===== src/sv/lse_pkg.sv =====
// shared types and constants for the led strip effect generator
// no dependencies

package lse_pkg;

   localparam int unsigned LED_TOTAL = 10;

   typedef enum logic [1:0] {
      CSR_EFFECT     = 2'd0,
      CSR_COLOR      = 2'd1,
      CSR_BRIGHTNESS = 2'd2
   } csr_index_type;

   localparam logic [2:0] FX_DOT    = 3'd1;
   localparam logic [2:0] FX_STROBE = 3'd3;
   localparam logic [2:0] FX_SOS    = 3'd4;
   localparam logic [2:0] FX_HAZARD = 3'd5;
   localparam logic [2:0] FX_POLICE = 3'd6;

   localparam logic [23:0] COLOR_BLACK  = 24'h000000;
   localparam logic [23:0] COLOR_WHITE  = 24'hFFFFFF;
   localparam logic [23:0] COLOR_SOS    = 24'hFF5000;
   localparam logic [23:0] COLOR_HAZARD = 24'hFF3C00;
   localparam logic [23:0] COLOR_BLUE   = 24'h0000FF;
   localparam logic [23:0] COLOR_RED    = 24'hFF0000;

   localparam logic [31:0] DOT_WAIT     = 32'd50;
   localparam logic [31:0] STROBE_IDLE  = 32'd5000;
   localparam logic [31:0] STROBE_STEP  = 32'd80;
   localparam logic [4:0]  STROBE_STEPS = 5'd18;
   localparam logic [31:0] SOS_DARK     = 32'd200;
   localparam logic [31:0] HAZARD_WAIT  = 32'd500;
   localparam logic [31:0] POLICE_PAUSE = 32'd300;
   localparam logic [31:0] POLICE_BLINK = 32'd100;
   localparam logic [3:0]  SOS_STEPS    = 4'd15;

   function automatic logic [31:0] sos_duration(input logic [3:0] step);
      logic [31:0] d;
      d = ((step >= 4'd6) && (step <= 4'd11)) ? 32'd600 : 32'd200;
      return d;
   endfunction

   // frame update ordered by the front part, carried out by the back part
   typedef enum logic [2:0] {
      OP_FILL,
      OP_DOT,
      OP_HAZARD,
      OP_POLICE_L,
      OP_POLICE_R
   } op_type;

   typedef struct packed {
      op_type      op;
      logic [23:0] color;
      logic [3:0]  dot_pos;
      logic        bright;
   } cmd_type;

   function automatic logic [7:0] fade(input logic [7:0] c);
      logic [15:0] p;
      p = {8'd0, c} * 16'd206;
      return p[15:8];
   endfunction

endpackage


===== src/sv/lse_front.sv =====
// front part: per-effect timers, decides whether a tick writes the frame
// depends on lse_pkg

module lse_front import lse_pkg::*; (
   input  logic        clock,
   input  logic        reset,
   input  logic        req_valid,
   output logic        req_ready,
   input  logic [31:0] req_now_ms,
   input  logic [2:0]  effect_sel,
   input  logic [23:0] base_color,
   output logic        cmd_valid,
   input  logic        cmd_ready,
   output cmd_type     cmd
);

   logic        full_ff, full_in;
   logic [3:0]  dpos_ff, dpos_in;
   logic [31:0] dtime_ff, dtime_in;
   logic [31:0] stime_ff, stime_in;
   logic [4:0]  scount_ff, scount_in;
   logic        sact_ff, sact_in;
   logic [31:0] otime_ff, otime_in;
   logic [3:0]  ostep_ff, ostep_in;
   logic        olit_ff, olit_in;
   logic [31:0] htime_ff, htime_in;
   logic        hlit_ff, hlit_in;
   logic [31:0] ptime_ff, ptime_in;
   logic [1:0]  pcount_ff, pcount_in;
   logic        pleft_ff, pleft_in;
   logic        plit_ff, plit_in;

   logic        wrote;
   cmd_type     c;
   logic [31:0] dd, sd, od, hd, pd;
   logic [3:0]  ostep_cur;
   logic [1:0]  pc;

   assign req_ready = cmd_ready;
   assign cmd_valid = req_valid && wrote;

   always_comb begin
      dd = req_now_ms - dtime_ff;
      sd = req_now_ms - stime_ff;
      od = req_now_ms - otime_ff;
      hd = req_now_ms - htime_ff;
      pd = req_now_ms - ptime_ff;
      full_in = full_ff; dpos_in = dpos_ff; dtime_in = dtime_ff;
      stime_in = stime_ff; scount_in = scount_ff; sact_in = sact_ff;
      otime_in = otime_ff; ostep_in = ostep_ff; olit_in = olit_ff;
      htime_in = htime_ff; hlit_in = hlit_ff;
      ptime_in = ptime_ff; pcount_in = pcount_ff; pleft_in = pleft_ff;
      plit_in = plit_ff;
      ostep_cur = (ostep_ff >= SOS_STEPS) ? 4'd0 : ostep_ff;
      pc = pcount_ff;
      wrote = 1'b1;
      c.op = OP_FILL; c.color = base_color; c.dot_pos = dpos_ff; c.bright = full_ff;
      case (effect_sel)
         FX_DOT: begin
            if (dd <= DOT_WAIT) begin
               wrote = 1'b0;
            end else begin
               dtime_in = req_now_ms;
               c.op = OP_DOT;
               c.dot_pos = (dpos_ff >= 4'd10) ? 4'd0 : dpos_ff;
               dpos_in = (c.dot_pos == 4'd9) ? 4'd0 : c.dot_pos + 4'd1;
            end
         end
         FX_STROBE: begin
            if (!sact_ff) begin
               if (sd > STROBE_IDLE) begin
                  sact_in = 1'b1; scount_in = 5'd0;
               end
               c.color = COLOR_BLACK;
            end else if (sd <= STROBE_STEP) begin
               wrote = 1'b0;
            end else begin
               if (!scount_ff[0]) begin
                  c.color = COLOR_WHITE; full_in = 1'b1; c.bright = 1'b1;
               end else begin
                  c.color = COLOR_BLACK;
               end
               scount_in = scount_ff + 5'd1;
               stime_in = req_now_ms;
               if (scount_in >= STROBE_STEPS) sact_in = 1'b0;
            end
         end
         FX_SOS: begin
            ostep_in = ostep_cur;
            if (od < (olit_ff ? sos_duration(ostep_cur) : SOS_DARK)) begin
               wrote = 1'b0;
            end else begin
               otime_in = req_now_ms;
               olit_in = !olit_ff;
               if (!olit_ff) begin
                  c.color = COLOR_SOS;
               end else begin
                  c.color = COLOR_BLACK;
                  ostep_in = (ostep_cur == 4'd14) ? 4'd0 : ostep_cur + 4'd1;
               end
            end
         end
         FX_HAZARD: begin
            if (hd <= HAZARD_WAIT) begin
               wrote = 1'b0;
            end else begin
               htime_in = req_now_ms;
               hlit_in = !hlit_ff;
               c.op = OP_HAZARD;
               c.color = hlit_in ? COLOR_HAZARD : COLOR_BLACK;
            end
         end
         FX_POLICE: begin
            if (pd < ((pcount_ff == 2'd0 && !plit_ff) ? POLICE_PAUSE : POLICE_BLINK)) begin
               wrote = 1'b0;
            end else begin
               ptime_in = req_now_ms;
               c.color = COLOR_BLACK;
               if (plit_ff) begin
                  c.op = pleft_ff ? OP_POLICE_L : OP_POLICE_R;
                  pc = pcount_ff + 2'd1;
               end
               plit_in = !plit_ff;
               pcount_in = pc;
               if (plit_ff && pc == 2'd3) begin
                  pleft_in = !pleft_ff; pcount_in = 2'd0;
               end
            end
         end
         default: begin
         end
      endcase
      cmd = c;
   end

   always_ff @(posedge clock) begin
      if (reset) begin
         full_ff <= 1'b0; dpos_ff <= '0; dtime_ff <= '0; stime_ff <= '0;
         scount_ff <= '0; sact_ff <= 1'b0; otime_ff <= '0; ostep_ff <= '0;
         olit_ff <= 1'b0; htime_ff <= '0; hlit_ff <= 1'b0; ptime_ff <= '0;
         pcount_ff <= '0; pleft_ff <= 1'b1; plit_ff <= 1'b0;
      end else if (req_valid && req_ready) begin
         full_ff <= full_in; dpos_ff <= dpos_in; dtime_ff <= dtime_in;
         stime_ff <= stime_in; scount_ff <= scount_in; sact_ff <= sact_in;
         otime_ff <= otime_in; ostep_ff <= ostep_in; olit_ff <= olit_in;
         htime_ff <= htime_in; hlit_ff <= hlit_in; ptime_ff <= ptime_in;
         pcount_ff <= pcount_in; pleft_ff <= pleft_in; plit_ff <= plit_in;
      end
   end

endmodule


===== src/sv/lse_queue.sv =====
// two-entry command queue between front and back
// depends on lse_pkg

module lse_queue import lse_pkg::*; (
   input  logic    clock,
   input  logic    reset,
   input  logic    in_valid,
   output logic    in_ready,
   input  cmd_type in_cmd,
   output logic    out_valid,
   input  logic    out_ready,
   output cmd_type out_cmd
);

   cmd_type    mem_ff [2];
   logic       wp_ff, rp_ff;
   logic [1:0] cnt_ff;

   assign in_ready  = cnt_ff != 2'd2;
   assign out_valid = cnt_ff != 2'd0;
   assign out_cmd   = mem_ff[rp_ff];

   always_ff @(posedge clock) begin
      if (in_valid && in_ready) mem_ff[wp_ff] <= in_cmd;
      if (reset) begin
         wp_ff <= 1'b0; rp_ff <= 1'b0; cnt_ff <= '0;
      end else begin
         if (in_valid && in_ready) wp_ff <= !wp_ff;
         if (out_valid && out_ready) rp_ff <= !rp_ff;
         cnt_ff <= cnt_ff + {1'b0, in_valid && in_ready} - {1'b0, out_valid && out_ready};
      end
   end

endmodule


===== src/sv/lse_back.sv =====
// back part: applies a command to the frame store and streams ten leds
// depends on lse_pkg

module lse_back import lse_pkg::*; (
   input  logic        clock,
   input  logic        reset,
   input  logic        cmd_valid,
   output logic        cmd_ready,
   input  cmd_type     cmd,
   input  logic [7:0]  base_brightness,
   output logic        rsp_valid,
   input  logic        rsp_ready,
   output logic [3:0]  rsp_led_index,
   output logic [7:0]  rsp_red,
   output logic [7:0]  rsp_green,
   output logic [7:0]  rsp_blue,
   output logic [7:0]  rsp_brightness,
   output logic        rsp_last
);

   typedef enum logic {ST_IDLE, ST_SEND} state_type;

   state_type   state_ff;
   logic [23:0] frame_ff [LED_TOTAL];
   logic [3:0]  idx_ff;
   logic        full_ff;
   logic [23:0] nxt [LED_TOTAL];
   logic [23:0] px;

   assign cmd_ready = state_ff == ST_IDLE;
   assign rsp_valid = state_ff == ST_SEND;
   assign px = frame_ff[idx_ff];
   assign rsp_led_index = idx_ff;
   assign rsp_red = px[23:16];
   assign rsp_green = px[15:8];
   assign rsp_blue = px[7:0];
   assign rsp_brightness = full_ff ? 8'd255 : base_brightness;
   assign rsp_last = idx_ff == 4'(LED_TOTAL - 1);

   always_comb begin
      for (int i = 0; i < LED_TOTAL; i++) begin
         case (cmd.op)
            OP_DOT: nxt[i] = (4'(i) == cmd.dot_pos) ? cmd.color :
               {fade(frame_ff[i][23:16]), fade(frame_ff[i][15:8]), fade(frame_ff[i][7:0])};
            OP_HAZARD: nxt[i] = (i == 0 || i == 4 || i == 5 || i == 9) ? cmd.color : COLOR_BLACK;
            OP_POLICE_L: nxt[i] = (i <= 1 || i >= 7) ? COLOR_BLUE : COLOR_BLACK;
            OP_POLICE_R: nxt[i] = (i >= 2 && i <= 6) ? COLOR_RED : COLOR_BLACK;
            default: nxt[i] = cmd.color;
         endcase
      end
   end

   always_ff @(posedge clock) begin
      if (reset) begin
         state_ff <= ST_IDLE; idx_ff <= '0; full_ff <= 1'b0;
         for (int i = 0; i < LED_TOTAL; i++) frame_ff[i] <= COLOR_BLACK;
      end else begin
         case (state_ff)
            ST_IDLE: begin
               if (cmd_valid) begin
                  for (int i = 0; i < LED_TOTAL; i++) frame_ff[i] <= nxt[i];
                  full_ff <= cmd.bright;
                  idx_ff <= '0;
                  state_ff <= ST_SEND;
               end
            end
            ST_SEND: begin
               if (rsp_ready) begin
                  if (rsp_last) state_ff <= ST_IDLE;
                  else idx_ff <= idx_ff + 4'd1;
               end
            end
            default: state_ff <= ST_IDLE;
         endcase
      end
   end

endmodule


===== src/sv/led_strip_effect_generator_top.sv =====
// led strip effect generator: one millisecond tick in, zero or ten leds out
// first led of a frame is offered once the back part is idle and has taken its command from the queue
// into the frame store; a frame is ten led items, and the back part goes idle after the last is taken
// the queue holds two further commands, so ticks are taken while a frame is still streaming
// ticks that write no frame are taken at one per cycle while the queue has room
// reset (synchronous) clears frame to black, timers to zero, brightness 255
// depends on lse_pkg, lse_front, lse_queue, lse_back

module led_strip_effect_generator_top import lse_pkg::*; (
   input  logic        clock,
   input  logic        reset,
   input  logic        req_valid,
   output logic        req_ready,
   input  logic [31:0] req_now_ms,
   input  logic        csr_write,
   input  logic [1:0]  csr_index,
   input  logic [23:0] csr_data,
   output logic        rsp_valid,
   input  logic        rsp_ready,
   output logic [3:0]  rsp_led_index,
   output logic [7:0]  rsp_red,
   output logic [7:0]  rsp_green,
   output logic [7:0]  rsp_blue,
   output logic [7:0]  rsp_brightness,
   output logic        rsp_last
);

   logic [2:0]  effect_ff;
   logic [23:0] color_ff;
   logic [7:0]  bright_ff;
   logic        fv, fr, qv, qr;
   cmd_type     fc, qc;

   always_ff @(posedge clock) begin
      if (reset) begin
         effect_ff <= '0; color_ff <= '0; bright_ff <= 8'd255;
      end else if (csr_write) begin
         case (csr_index)
            CSR_EFFECT:     effect_ff <= csr_data[2:0];
            CSR_COLOR:      color_ff <= csr_data;
            CSR_BRIGHTNESS: bright_ff <= csr_data[7:0];
            default: begin
            end
         endcase
      end
   end

   lse_front u_front (
      .clock, .reset, .req_valid, .req_ready, .req_now_ms,
      .effect_sel(effect_ff), .base_color(color_ff),
      .cmd_valid(fv), .cmd_ready(fr), .cmd(fc)
   );

   lse_queue u_queue (
      .clock, .reset, .in_valid(fv), .in_ready(fr), .in_cmd(fc),
      .out_valid(qv), .out_ready(qr), .out_cmd(qc)
   );

   lse_back u_back (
      .clock, .reset, .cmd_valid(qv), .cmd_ready(qr), .cmd(qc),
      .base_brightness(bright_ff), .rsp_valid, .rsp_ready, .rsp_led_index,
      .rsp_red, .rsp_green, .rsp_blue, .rsp_brightness, .rsp_last
   );

   a_last: assert property (@(posedge clock) disable iff (reset)
      rsp_valid && rsp_last |-> rsp_led_index == 4'(LED_TOTAL - 1))
      else $error("last flag off the final led");
   a_step: assert property (@(posedge clock) disable iff (reset)
      rsp_valid && rsp_ready && !rsp_last |=> rsp_valid &&
      rsp_led_index == $past(rsp_led_index) + 4'd1)
      else $error("led index skipped");
   a_first: assert property (@(posedge clock) disable iff (reset)
      $rose(rsp_valid) |-> rsp_led_index == 4'd0)
      else $error("frame not started at led zero");

endmodule


===== config.mk =====
export PLATFORM = sky130hd
export DESIGN_NAME = led_strip_effect_generator_top
export DESIGN_NICKNAME = d
export VERILOG_FILES = /design/src/sv/lse_pkg.sv /design/src/sv/lse_front.sv /design/src/sv/lse_queue.sv /design/src/sv/lse_back.sv /design/src/sv/led_strip_effect_generator_top.sv
export SDC_FILE = /design/constraint.sdc
export NUM_CORES = 2
export LEC_CHECK = 0
export BUFFER_PORTS_ARGS = -buffer_cell sky130_fd_sc_hd__buf_4
export CAP_MARGIN = 25
export CORE_AREA = 2 2 378 380
export CTS_CLUSTER_SIZE = 14
export DETAILED_ROUTE_END_ITERATION = 12
export DIE_AREA = 0 0 380 382
export GPL_ROUTABILITY_DRIVEN = 0
export RECOVER_POWER = 25
export SYNTH_ARGS = -nofsm -noshare
export SYNTH_HDL_FRONTEND = slang
export SYNTH_SLANG_ARGS = --single-unit

===== constraint.sdc =====
create_clock -name clock -period 12.87 [get_ports clock]
set_input_delay 1.9305 -clock clock [delete_from_list [all_inputs] [get_ports clock]]
set_output_delay 1.9305 -clock clock [all_outputs]
set_load 0.02 [all_outputs]

==> Yosys cells after proc, flatten, opt, wreduce, memory -nomap -nowiden <==
Memories as Yosys holds them, arrays and structs flattened. A register that Yosys moved wholly into a read port is not among the register bits.
Index checks and enable logic that the tools add are counted.
W data, S select, Z words.
{ "op_classes": {"mul": 30, "n_mux": 96, "bitwise": 16, "order_cmp": 11, "n_addsub": 12, "n_reduce_logical": 34, "eq_ne": 29} }
{ "ops": {"columns": ["cell", "count"], "rows": [
  ["$pmux W24 S3", 10],
  ["$mux W24", 26],
  ["$mul A8 B7 Y15 const B", 30],
  ["$sub A32 B32 Y32", 5],
  ["$pmux W24 S4", 1],
  ["$lt A32 B32 Y1", 2],
  ["$mux W4", 13],
  ["$gt A32 B13 Y1 const B", 1],
  ["$le A32 B6 Y1 const B", 1],
  ["$le A32 B7 Y1 const B", 1],
  ["$le A32 B9 Y1 const B", 1],
  ["$mux W32", 1],
  ["$mux W1", 27],
  ["$mux W27", 1],
  ["$mux W26", 1],
  ["$eq A3 B4 Y1 const A", 4],
  ["$mux W5", 3],
  ["$reduce_and A3 Y1", 5],
  ["$add A4 B1 Y4 const B", 3],
  ["$eq A3 B3 Y1 const B", 4],
  ["$eq A4 B4 Y1 const B", 3],
  ["$reduce_and A2 Y1", 6],
  ["$reduce_and A4 Y1", 3],
  ["$mux W10", 1],
  ["other kinds (33)", 75]
]} }
{ "word_totals": {"n_memories": 2, "regBits": 226, "mem_bits_rw": 304, "elab_cells": 254, "input_bits": 63, "output_inout_bits": 39} }
{ "mem_list": {"columns": ["memory", "words", "word_bits", "read_ports", "rd_ports_with_merged_regs", "wr", "line_no", "rtl"], "rows": [
  ["u_back.frame_ff", 10, 24, 11, 1, 10, "lse_back.sv:24", "logic [23:0] frame_ff [LED_TOTAL];"],
  ["u_queue.mem_ff", 2, 32, 1, 1, 1, "lse_queue.sv:15", "cmd_type mem_ff [2];"]
]} }

==> Logic depth before layout (Yosys ltp) <==
{ "logic_depth": {"ltp_word": 13, "depth_mapped": 23, "mapped_depth_nobuf": 22} }

==> By module <==
A second synthesis with hierarchy kept.
{ "hier_totals": {"cells_unflattened": 7316, "hier_area_um2": 66741.5} }
{ "modules_own_cells": {"columns": ["module", "instances", "cells_each", "seq_area_each_um2", "area_per_inst_um2"], "rows": [
  ["lse_back", 1, 4578, 7407.1, 44487.7],
  ["lse_front", 1, 2457, 3623.5, 18159.9],
  ["lse_queue", 1, 129, 2021.9, 2562.5],
  ["led_strip_effect_generator_top", 1, 152, 700.7, 1531.5]
]} }

==> Worst setup path before layout <==
OpenSTA, ideal clock, no wires.
{ "synth_timing": {"kind": "input to register", "startpoint": "in reset", "endpoint": "mem u_back.frame_ff[0][0], enable pin", "n_path_buf": 1, "required_time_ns": 10.996, "path_stages": 3, "setup_time_ns": 1.874, "t_arrival_ns": 6.106, "setup_slack_ns": 4.890, "path_cell_list": "buf_2 -> clkinv_1 -> nand2_1"} }
{ "synth_rtl": {"columns": ["element", "line_no", "rtl"], "rows": [
  ["from (decl)", "led_strip_effect_generator_top.sv:11", "input logic reset,"],
  ["to (decl)", "lse_back.sv:24", null]
]} }

==> impl_metrics.py <==
metrics = {
    "flow_run": {
        "cap_violations": 4,
    },
    "finish": {
        "drive_above_1_share_pct": 5.86,
        "layout.nets": 9118,
        "layout_common_cells": "ha_1, inv_1, a21oi_1",
        "regArea_um2": 13800,
        "layout_commonest_cell": "ha_1",
        "fill_cells": 13400,
        "area_delta_synth_final_pct": 7.59,
        "multi_input_area_um2": 46600,
    },
    "drt": {
        "wl_per_cell_um": 21.1,
        "drt_iter0_drc": 4086,
        "dr.pass1.iters": 6,
        "routed_wl_um": 197000,
        "dr_total_vias": 53500,
        "vias_per_cell": 5.73,
        "ant_nets": 0,
        "drc_errors": 0,
    },
    "synth": {
        "synth-compound-area-share_pct": 15.4,
        "async_flop_share_pct": 0,
        "synth_fa_ha_area_share_pct": 35.1,
        "synth_top_family_by_area": "adder cells",
        "netlist_instances": 7411,
        "synth_cell_types": 110,
        "synth_mux_area_share_pct": 5.13,
        "synth-main-ff-cell": "edfxtp_1",
        "yosys_warnings": 0,
        "synth_edf_count": 304,
        "synth_fp_nets": 9126,
        "yosysSeqAreaShare_pct": 20.8,
        "synth_simple_gate_area_share_pct": 10.5,
        "synth_xor_xnor_area_share_pct": 4.41,
        "syn_area_um2": 66000,
        "syn_area_per_cell_um2": 8.90,
        "ys_ff_latch": 535,
    },
    "timing": {
        "worst_slew_pin_slew_ps": 3590,
        "setup_viol": 0,
        "slew_headroom_pct": -139,
        "hold_violations": 0,
        "clock_skew_ps": 32.5,
        "fin_crit_ps": 9230,
        "tns_ps": 0,
        "min_period_over_period_pct": 71.7,
        "max_freq_mhz": 108,
        "grt_setup_unrepaired": "false",
        "final_max_slew_viol_count": 223,
    },
    "global_route": {
        "gr-usage-met2_pct": 44.5,
        "grt_pass1_vias": 52800,
        "grt_use_met3_pct": 4.59,
        "antenna_found_initial": 3,
        "grt_usage_pct": 26.9,
        "grtUsageMet1_pct": 35.8,
        "grt_max_degree": 160,
        "grt-ovfl-total": 0,
        "top_usage_layer": "met2",
        "grt_pass1_wl_um": 305000,
    },
    "worst_setup_path": {
        "worstSetupStartpointType": "input port",
        "cp_max_fo": 73,
        "path_buf_inv": 4,
        "criticalPathCategory": "input port to flip-flop",
        "crit_path_top_delay_cell": "clkbuf_1",
        "crit_path_max_incr_delay_ps": 2490,
        "r2r_slack_ps": 7100,
        "crit_path_cell_trace": "clkbuf_1, clkinv_1, clkbuf_1, nand2_1, clkbuf_1",
        "cpLargestDelayFamily": "buffers and inverters",
        "required_ps": 13060,
        "crit_path_end_kind": "flip-flop",
        "cpMostUsedCell": "clkbuf_1",
        "crit_arrival_ps": 9420,
    },
    "clock_network": {
        "htreeDepth": 3,
        "clock_latency_ps": 690,
        "cts_made_buffers": 69,
        "post_cts_buffers": 0,
        "cts_tree": "built",
        "clk_path_buf_depth": 3,
        "cts.hold.buffers_added": 0,
        "clockRootBuffer": "clkbuf_16",
        "cts_num_sinks": 535,
        "clk_pin_slew_ps": 60,
        "ctsResizeCount": 0,
    },
    "floorplanning": {
        "start_util_pct": 46.8,
        "ios": 102,
        "dieArea_um2": 145000,
        "rows": 138,
        "die_x_um": 380,
        "core_um2": 141000,
        "die-height_um": 382,
    },
    "place": {
        "portBuffers": 101,
        "dpl.hpwl_um": 154000,
    },
    "status": {
        "run_status": "complete, but fails checks",
        "violations": "capacitance limit, slew limit",
    },
    "min_path": {
        "hp-class": "flip-flop to flip-flop",
    },
}
==> state kept, by name, indices dropped and copies added, names as in the netlist, 4 cells and up, named ones only <==
signal                count
bright_ff                 8
color_ff                 24
u_back.frame_ff         240
u_back.rsp_led_index      4
u_front.dpos_ff           4
u_front.dtime_ff         32
u_front.htime_ff         32
u_front.ostep_ff          4
u_front.otime_ff         32
u_front.ptime_ff         32
u_front.scount_ff         5
u_front.stime_ff         32
u_queue.mem_ff           64
==> stage by stage <==
stage          hold WS (ps)  utilization (%)  setup WS, ps  std cells  instance area, um^2
6_report                456             50.4          3640       9347                71000
5_1_grt                 471             50.4          2980       9346                71000
4_1_cts                 458             50.4          6060       9342                71000
3_5_place_dp            449             48.8          5360       9220                68700
3_3_place_gp            445             48.7          5320       9218                68700
2_1_floorplan           431                -          4890       7411                66000
==> metal layers <==
metal	share of wire, %	routed length [um]
met1	44	85900
met5	0.0066	13
met2	46	90400
met3	7.1	13900
met4	3.4	6620
==> Yosys cell counts, types with 17 or more instances <==
cell	number	area share (%)
nand2_1	471	2.7
clkbuf_1	189	1.1
ha_1	1320	25
a31oi_1	28	0.27
a22oi_1	20	0.23
a221oi_1	22	0.29
edfxtp_1	304	14
and3_1	27	0.26
xnor2_1	212	2.8
nand2b_1	36	0.34
or2_2	20	0.19
o211ai_1	36	0.41
o32ai_1	17	0.23
a211oi_1	51	0.58
nor3_1	73	0.55
inv_1	1250	7.1
o22ai_1	46	0.44
a21oi_1	567	4.3
xor2_1	120	1.6
and2_1	20	0.19
nor2_1	525	3.0
a21o_1	133	1.5
o31ai_1	26	0.30
o21a_1	57	0.65
or3_1	25	0.24
nor3b_1	19	0.22
nand4_1	60	0.57
buf_2	31	0.24
dfxtp_1	231	7.0
nor2b_1	65	0.62
mux2i_1	204	3.1
a21boi_0	21	0.24
o21bai_1	34	0.39
nand3_1	81	0.61
a31o_2	38	0.50
mux4_2	48	1.6
o21ai_0	370	2.8
fa_1	332	10
mux2_2	22	0.38
==> area by class of cell <==
| class | count | area share [%] |
|---|---|---|
| flip-flops and latches | 535 | 19.4 |
| repair buffers | 165 | 1.70 |
| clock inverters | 34 | 0.562 |
| multi-input cells | 5381 | 65.6 |
| clock buffers | 88 | 2.75 |
| well taps | 1890 | 3.33 |
| diodes | 3 | 0.0106 |
| inverters | 1251 | 6.61 |
==> logic make-up (layout without fill, tap and decap cells) <==
group | after synthesis | after routing
buf+inv | 1495 | 1538
flops | 535 | 535
compound gates | 1618 | 1618
mux | 275 | 275
xor+xnor | 332 | 332
fa+ha+maj | 1654 | 1654
other cells | 0 | 3
simple gates | 1502 | 1502
==> tightest hold or removal path, cell delays in order (launching register included) <==
cell     delay, ps
dfxtp_1        310
nand2_1         50
a21oi_1         50
==> worst paths after layout <==
path | startpoint | endpoint | cells after the start
setup / recovery | reset | u_back.frame_ff[7][7]$_SDFFCE_PN0P_ | 5
hold / removal | color_ff[15]$_SDFFE_PP0P_ | color_ff[15]$_SDFFE_PP0P_ | 2
setup reg to reg | u_front.stime_ff[0]$_SDFFE_PP0P_ | u_queue.cnt_ff[1]$_SDFF_PP0_ | 18
hold reg to reg | color_ff[15]$_SDFFE_PP0P_ | color_ff[15]$_SDFFE_PP0P_ | 2
Power is left out: the tool's default activity adds up to more than one toggle a clock period on the data nets, which glitch-free logic cannot reach.
